--- src/rtl/mmpr_pkg.sv ---
// Shared types, constants and GF(2^8) helpers for the mix/MDS permutation round.
// Used by mmpr_lane, mmpr_mix and mix_mds_permutation_round; no dependencies.
package mmpr_pkg;

	localparam int unsigned LANES = 8;
	localparam int unsigned LANE_W = 64;
	localparam int unsigned HALF_W = LANE_W / 2;

	localparam logic [LANE_W-1:0] MUL_A = 64'hBF58476D1CE4E5B9;
	localparam logic [LANE_W-1:0] MUL_B = 64'h94D049BB133111EB;

	localparam logic [7:0] GF_REDUCE = 8'h1d;

	localparam logic [LANES-1:0][3:0] CIRC_COEF = {
		4'd9, 4'd2, 4'd5, 4'd8, 4'd1, 4'd4, 4'd1, 4'd1
	};

	typedef logic [LANES-1:0][LANE_W-1:0] lane_arr_t;

	typedef struct packed {
		logic s1;
		logic s2;
		logic s3;
		logic s4;
		logic s5;
	} lane_en_t;

	function automatic logic [7:0] gf_dbl(input logic [7:0] v);
		return {v[6:0], 1'b0} ^ (v[7] ? GF_REDUCE : 8'h00);
	endfunction

	function automatic logic [7:0] gf_scale(input logic [7:0] v, input logic [3:0] c);
		logic [7:0] acc;
		logic [7:0] pw;
		acc = 8'h00;
		pw = v;
		for (int b = 0; b < 4; b++) begin
			if (c[b]) begin
				acc = acc ^ pw;
			end
			pw = gf_dbl(pw);
		end
		return acc;
	endfunction

endpackage

--- src/rtl/mmpr_mix.sv ---
// Byte-column MDS mixing over GF(2^8) with a registered output stage.
// Depends on mmpr_pkg for the circulant coefficients and GF helpers.
module mmpr_mix (
	input  logic                 clk,
	input  logic                 en,
	input  mmpr_pkg::lane_arr_t  mixed,
	output mmpr_pkg::lane_arr_t  result
);

	mmpr_pkg::lane_arr_t col_d;
	mmpr_pkg::lane_arr_t res_s6;

	always_comb begin
		logic [7:0] acc;
		logic [7:0] b;
		col_d = '0;
		for (int j = 0; j < mmpr_pkg::LANES; j++) begin
			for (int i = 0; i < mmpr_pkg::LANES; i++) begin
				acc = 8'h00;
				for (int k = 0; k < mmpr_pkg::LANES; k++) begin
					b = mixed[k][mmpr_pkg::LANE_W-1-8*j -: 8];
					acc = acc ^ mmpr_pkg::gf_scale(b, mmpr_pkg::CIRC_COEF[3'(i - k)]);
				end
				col_d[j][mmpr_pkg::LANE_W-1-8*i -: 8] = acc;
			end
		end
	end

	always_ff @(posedge clk) begin
		if (en) begin
			res_s6 <= col_d;
		end
	end

	assign result = res_s6;

endmodule

--- config.mk ---
export PLATFORM = sky130hd
export DESIGN_NAME = mmpr_mix
export DESIGN_NICKNAME = d
export VERILOG_FILES = /design/src/rtl/mmpr_pkg.sv /design/src/rtl/mmpr_mix.sv
export SDC_FILE = /design/constraint.sdc
export NUM_CORES = 1
export LEC_CHECK = 0
export ABC_AREA = 0
export ABC_CLOCK_PERIOD_IN_PS = 1700
export BUFFER_PORTS_ARGS = -buffer_cell sky130_fd_sc_hd__buf_2
export CAP_MARGIN = 40
export CORE_AREA = 2 2 397 399
export CTS_CLUSTER_DIAMETER = 40
export CTS_CLUSTER_SIZE = 10
export DETAILED_ROUTE_END_ITERATION = 10
export DIE_AREA = 0 0 399 401
export HOLD_SLACK_MARGIN = 0.08
export PLACE_DENSITY_LB_ADDON = 0.3
export SYNTH_ARGS = -nofsm -noshare
export SYNTH_HDL_FRONTEND = slang
export SYNTH_SLANG_ARGS = --single-unit
--- constraint.sdc ---
create_clock -name clk -period 1.7 [get_ports clk]
set_clock_uncertainty 0.15 [all_clocks]
set_input_delay 0.17 -clock clk [delete_from_list [all_inputs] [get_ports clk]]
set_output_delay 0.17 -clock clk [all_outputs]
set_load 0.005 [all_outputs]
* Yosys cells after proc, flatten, opt, wreduce, memory -nomap -nowiden
Cells that the tools add are included.
** Word-level totals
- Input bits :: 514
- Output and inout port bits :: 512
- Word-level logic and storage cells :: 456
- Register bits :: 512
** Cells by class
- Bitwise operators :: 320
- Mux-type cells :: 128
** Operators by type and width (count)
- $xor 8x8->8 :: 224
- $xor 8x5->8 :: 96
- $mux 5 :: 128

* Longest topological paths before layout
Gate-level depths: netlist of run 1.
- Depth after elaboration :: 7
- Gate-level depth with buffers :: 3
- Mapped depth without buffers :: 2

* Worst setup path after synthesis of run 1
OpenSTA, ideal clock, no wires.
- Path type :: input -> register
- From :: input mixed[334] in the netlist's numbering
- To :: register res_s6, in the netlist result[387] (data pin)
- Buffers on the path :: 1
- Data required time :: 1.282 ns
- Path slack :: 0.375 ns
- Stages on the path :: 3
- Library setup time :: 0.268 ns
- Data arrival time :: 0.907 ns
- Path through :: buf_2 xnor2_1 xnor3_1
** RTL lines
- start, declared :: line mmpr_mix.sv:6 : input mmpr_pkg::lane_arr_t mixed,
- end signal, assigned :: line mmpr_mix.sv:31 : res_s6 <= col_d;
- end, declared :: line mmpr_mix.sv:11 : mmpr_pkg::lane_arr_t res_s6;

==> run summary, run 1 <==
Bufs on Longest Clock Path: 3
CTS tree: done
pre-CTS setup slack: -0.1670 ns
Arr. time, crit path: 2.15 ns
switching pwr: 16450 uW
IO buf count: 1025
worst hold slack: 0.06218 ns
H-Tree Depth: 3
syn_nets: 2775
period utilization: 109.8%
dominant synthesized flop cell: edfxtp_1
largest net degree at the start of global routing: 64
Worst IR Drop VDD: 0.0009584 V
critical path launch point: mixed[247]
Layout Cells excl Fill: 6374
Yosys reg bits: 512
clock power share: 40.7%
CP Capture Type: register
busiest grt layer: met2
Sw Share: 28.37%
core region area: 155700 sq um
sequential share of power: 31.4%
post-synth cell types: 11
die area: 160000 sq um
layout net count: 4723
DR vias/cell: 4.040
fill count: 15260
class of the worst hold path: in -> reg
total global routing track utilization: 19.04%
Placed Instances: 5275
detailed-route wire length: 157300 microns
routing usage on met2: 30.54%
Slew HR: 68.36%
CTS Buf Count: 117
CP Class: in -> reg
DRT Pass-1 Iters: 4
Worst-path clk slew: 0.04 ns
syn avg cell area: 14.94 sq um
Critical Path, Cell by Cell: buf_2 -> dlygate4sd3_1 -> buf_4 -> xnor2_2 -> xnor3_1 -> dlygate4sd3_1
Leak: 0.02346 uW
final instance area: 55030 sq um
largest cells by area after synthesis: edfxtp_1 46%, xnor2_1 22%, xnor3_1 17%
Final Hold Fails: 0
via count: 25750
DRC Markers: 0
DR iter-0 viols: 1523
synthesized area: 33780 sq um
f_max: 535.5 MHz
worst slew pin tran: 0.4731 ns
initial core utilization: 21.70%
cell with the most instances after synthesis: xnor2_1
root buffer cell: clkbuf_16
max reg flops: 512
grt met1 use: 24.49%
outcome: finished, violations left
Largest stage delay, worst path: 0.61 ns
crit path max-delay cell type: dlygate4sd3_1
routing usage on met3: 4.372%
vias in the first global route: 27210
ys async rst share: 0%
Final Setup Violations: 61
die width: 399 microns
Synth top area share: 45.52%
area grow syn2layout: 62.91%
sequential share of the synthesized area: 45.52%
failing checks: setup timing
yosys warns: 0
final worst slack: -0.1674 ns
row count: 145
dpl hpwl: 123400 microns
Post-Route Utilization: 35.35%
CP Data Required Time: 1.98 ns
Logic pwr share: 28.0%
number of synthesized flops with an enable pin: 512
unrepaired setup endpoints after global routing: yes
crit path to: result[83]
antenna viol nets, final: 0
routability cong.: 0.9345
Sink Count: 512
P_int: 41510 uW
cell taking the most area after synthesis: edfxtp_1
number of max-slew violations in the final report: 0
first-pass GRT wire length: 212900 microns
Routed wire per std cell: 24.68 microns
Die Y: 401 microns
Cells after Synth: 2261
I/O Pins: 1026
CP dominant cell by count: dlygate4sd3_1
share of layout cells above drive strength 1: 33.14%
Post-synth top cells: 858 x xnor2_1, 512 x edfxtp_1, 405 x xor2_1, 256 x xnor3_1, 112 x buf_2
Congestion Overflow GR: 0
initial antenna violation count: 24
Startpoint Class: primary input
crit path time final: 1.867 ns
cell area power density: 1053 nW/um^2
max-cap check violation count: 0
Placed Area: 41500 sq um
maximum fanout along the worst path: 5
[worst min path at each step]
stage          startpoint          end  slack [ns]  depth (start not counted)
6_report       mixed[110]  result[182]        0.06                          4
5_1_grt        mixed[110]  result[182]        0.12                          4
4_1_cts        mixed[446]   result[56]        0.20                          4
3_5_place_dp           en   result[82]        0.38                          1
3_3_place_gp           en  result[104]        0.38                          1
2_1_floorplan          en    result[0]        0.13                          0
[power by group through the flow]
stage / registers (uW) / logic (uW) / clock network [uW]
2_1_floorplan: 18100 / 6590 / 0
3_3_place_gp: 18400 / 13100 / 0
3_5_place_dp: 18400 / 13100 / 0
4_1_cts: 18200 / 16100 / 24100
5_1_grt: 18400 / 17200 / 24700
6_report: 18200 / 16200 / 23600
[layout make-up]
class	count	area [sq um]	area share (%)
multi-input cells	1542	17580	31.94
repair buffers	2036	15400	27.99
flip-flops and latches	512	15370	27.94
clock buffers	129	3015	5.480
well taps	2058	2575	4.679
clock inverters	90	1067	1.939
diodes	7	17.52	0.03183
[critical path, delay by kind of cell]
kind,cells,cell delay [ns]
XOR/XNOR,2,0.50
buffers and inverters,4,1.49
[repair_timing]
item / 4_1_cts / 5_1_grt
endpoints found under the hold margin: 996 / 29
hold buffers: 875 / 19
gates resized for setup: 30 / 158
pin swaps: 0 / 15
endpoints found under the setup margin: 71 / 144
setup buffers: 0 / 12
[cells by family (layout without fill, tap and decap cells)]
logic type   count (synthesis)  after routing  synth area share, %
xor+xnor                  1542           1542                50.92
buf+inv                    207           2255                3.560
other cells                  0              7                    0
flops                      512            512                45.52
[through the flow]
stage / power [uW] / setup TNS, ns
floorplan: 24720 / 0
global placement: 31490 / -0.1683
detailed placement: 31500 / -0.1670
CTS: 58440 / -8.121
global route: 60220 / -4.846
finish: 57960 / -2.521
[cells in the final DEF (no fill, tap or decap), drive strengths merged]
cell type / netlist / routed
buf: 166 / 1141
xnor2: 872 / 872
dlygate4sd3: 0 / 851
edfxtp: 512 / 512
xor2: 414 / 414
xnor3: 256 / 256
clkbuf: 41 / 160
clkinv: 0 / 46
clkinvlp: 0 / 18
bufinv: 0 / 17
dlymetal6s4s: 0 / 13
inv: 0 / 9
diode: 0 / 7
[layer usage]
metal,part of all wire (%),up-vias
met5,0.039,-
met3,6.8,295
li1,-,11400
met2,46,1121
met1,43,12930
met4,4.1,10
Power figures use the tool's default switching activity.
==> inputs of run 2 (changes only) <==
- PLACE_DENSITY_LB_ADDON: 0.3 -> not set
==> run summary, run 2 (synthesis results as in run 1) <==
Post-Route Utilization: 35.55% (was 35.35%)
CP Class: reg -> out (was in -> reg)
Slew HR: 50.77% (was 68.36%)
share of layout cells above drive strength 1: 33.72% (was 33.14%)
crit path time final: 1.893 ns (was 1.867 ns)
total global routing track utilization: 20.01% (was 19.04%)
DRC Markers: 0 (unchanged)
DR vias/cell: 4.151 (was 4.040)
first-pass GRT wire length: 222100 microns (was 212900 microns)
Final Hold Fails: 0 (unchanged)
layout net count: 4716 (was 4723)
class of the worst hold path: in -> reg (unchanged)
maximum fanout along the worst path: 2 (was 5)
final worst slack: -0.1934 ns (was -0.1674 ns)
Leak: 0.02361 uW (was 0.02346 uW)
die area: 160000 sq um (unchanged)
Worst-path clk slew: 0.05 ns (was 0.04 ns)
die width: 399 microns (unchanged)
Critical Path, Cell by Cell: buf_2 (was buf_2 -> dlygate4sd3_1 -> buf_4 -> xnor2_2 -> xnor3_1 -> dlygate4sd3_1)
Congestion Overflow GR: 0 (unchanged)
IO buf count: 1025 (unchanged)
hold_sp: mixed[207] (was mixed[110])
max-cap check violation count: 0 (unchanged)
cell area power density: 1076 nW/um^2 (was 1053 nW/um^2)
cell family with most CP delay: flip-flops (was buffers and inverters)
Startpoint Class: register (was primary input)
CP Data Required Time: 1.38 ns (was 1.98 ns)
I/O Pins: 1026 (unchanged)
initial antenna violation count: 23 (was 24)
commonest non-fill, non-tap cells in the layout: 913 x buf_2, 854 x dlygate4sd3_1, 807 x xnor2_1 (was 943 x buf_2, 851 x dlygate4sd3_1, 818 x xnor2_1)
vias in the first global route: 28170 (was 27210)
CTS Buf Count: 112 (was 117)
Final Setup Violations: 73 (was 61)
worst slew pin tran: 0.7332 ns (was 0.4731 ns)
Placed Area: 41510 sq um (was 41500 sq um)
root buffer cell: clkbuf_16 (unchanged)
WHS Path Cells: 4 (unchanged)
detailed-route wire length: 166200 microns (was 157300 microns)
Worst IR Drop VDD: 0.0009176 V (was 0.0009584 V)
largest net degree at the start of global routing: 62 (was 64)
routability cong.: 0.9618 (was 0.9345)
Placed Instances: 5274 (was 5275)
failing checks: setup timing (unchanged)
initial core utilization: 21.70% (unchanged)
via count: 26450 (was 25750)
WHS Endpoint: result[401] (was result[182])
core region area: 155700 sq um (unchanged)
CP Capture Type: output port (was register)
Layout Cells excl Fill: 6371 (was 6374)
DR iter-0 viols: 1925 (was 1523)
pre-CTS setup slack: -0.08393 ns (was -0.1670 ns)
crit path max-delay cell type: edfxtp_1 (was dlygate4sd3_1)
final instance area: 55330 sq um (was 55030 sq um)
Bufs on Longest Clock Path: 3 (unchanged)
worst hold slack: 0.08329 ns (was 0.06218 ns)
DRT Pass-1 Iters: 5 (was 4)
commonest non-fill, non-tap cell in the layout: buf_2 (unchanged)
Arr. time, crit path: 1.57 ns (was 2.15 ns)
Sink Count: 512 (unchanged)
dpl hpwl: 129700 microns (was 123400 microns)
number of max-slew violations in the final report: 0 (unchanged)
Die Y: 401 microns (unchanged)
unrepaired setup endpoints after global routing: yes (unchanged)
CTS tree: done (unchanged)
H-Tree Depth: 3 (unchanged)
max reg flops: 512 (unchanged)
f_max: 528.1 MHz (was 535.5 MHz)
row count: 145 (unchanged)
area grow syn2layout: 63.81% (was 62.91%)
Largest stage delay, worst path: 0.64 ns (was 0.61 ns)
outcome: finished, violations left (unchanged)
Routed wire per std cell: 26.09 microns (was 24.68 microns)
crit path buf inv count: 1 (was 4)
antenna viol nets, final: 0 (unchanged)
period utilization: 111.4% (was 109.8%)
## run 2: changes by cell type in the layout (fill, tap and decap cells not counted), sizes merged, moves of 3 or more
cell	delta
dlygate4sd3	+3
bufinv	+7
inv	+15
clkbuf	-14
clkinv	-16
clkinvlp	-3
diode	+6
dlymetal6s4s	-3
## run 2: tightest hold or removal path, cell delays in order
cell and delay, ns:
dlymetal6s4s_1 0.26, buf_6 0.19, xor2_1 0.09, xnor2_1 0.14
## run 2: per-layer routing
metal / GRT usage, % / share of wire [%]
met5: 0 / 0.019
met4: 10.75 / 5.7
met3: 5.449 / 8.8
met2: 30.80 / 44
met1: 25.39 / 41
## run 2: report_power, final
group	total, uW	internal (uW)	switching [uW]
Sequential	18200	17100	1120
Combinational	16900	9200	7650
Clock	24500	16000	8490
## run 2: per-stage QoR
step / setup TNS [ns] / total power [uW]
floorplan: 0 / 24720
finish: -1.882 / 59560
global route: -3.757 / 61660
detailed placement: -0.2500 / 31890
global placement: -0.3288 / 31830
CTS: -6.918 / 59730
## run 2: worst max-delay path by stage
stage	cells after the start	endpoint	start	slack, ns
floorplan	3	result[387]	mixed[334]	0.37
global placement	4	result[429]	mixed[77]	-0.16
detailed placement	4	result[429]	mixed[77]	-0.08
CTS	1	result[148]	result[148]	-0.30
global route	1	result[148]	result[148]	-0.29
finish	1	result[148]	result[148]	-0.19
## run 2: final cells by class
| cell class | count | area (sq um) |
|---|---|---|
| sequential | 512 | 15370 |
| multi-input combinational | 1542 | 17610 |
| clock buffer | 119 | 2850 |
| tap | 2058 | 2575 |
| timing repair buffer | 2034 | 15530 |
| clock inverter | 93 | 1358 |
| fill | 15000 | 100300 |
| antenna | 13 | 32.53 |
## run 2: timing repair
action,in CTS,in global routing
cloned,0,0
hold buffers,874,9
pin swaps,0,24
hold endpoints to repair,1024,16
resized for setup,45,212
setup endpoints to repair,76,145
setup buffers,0,9
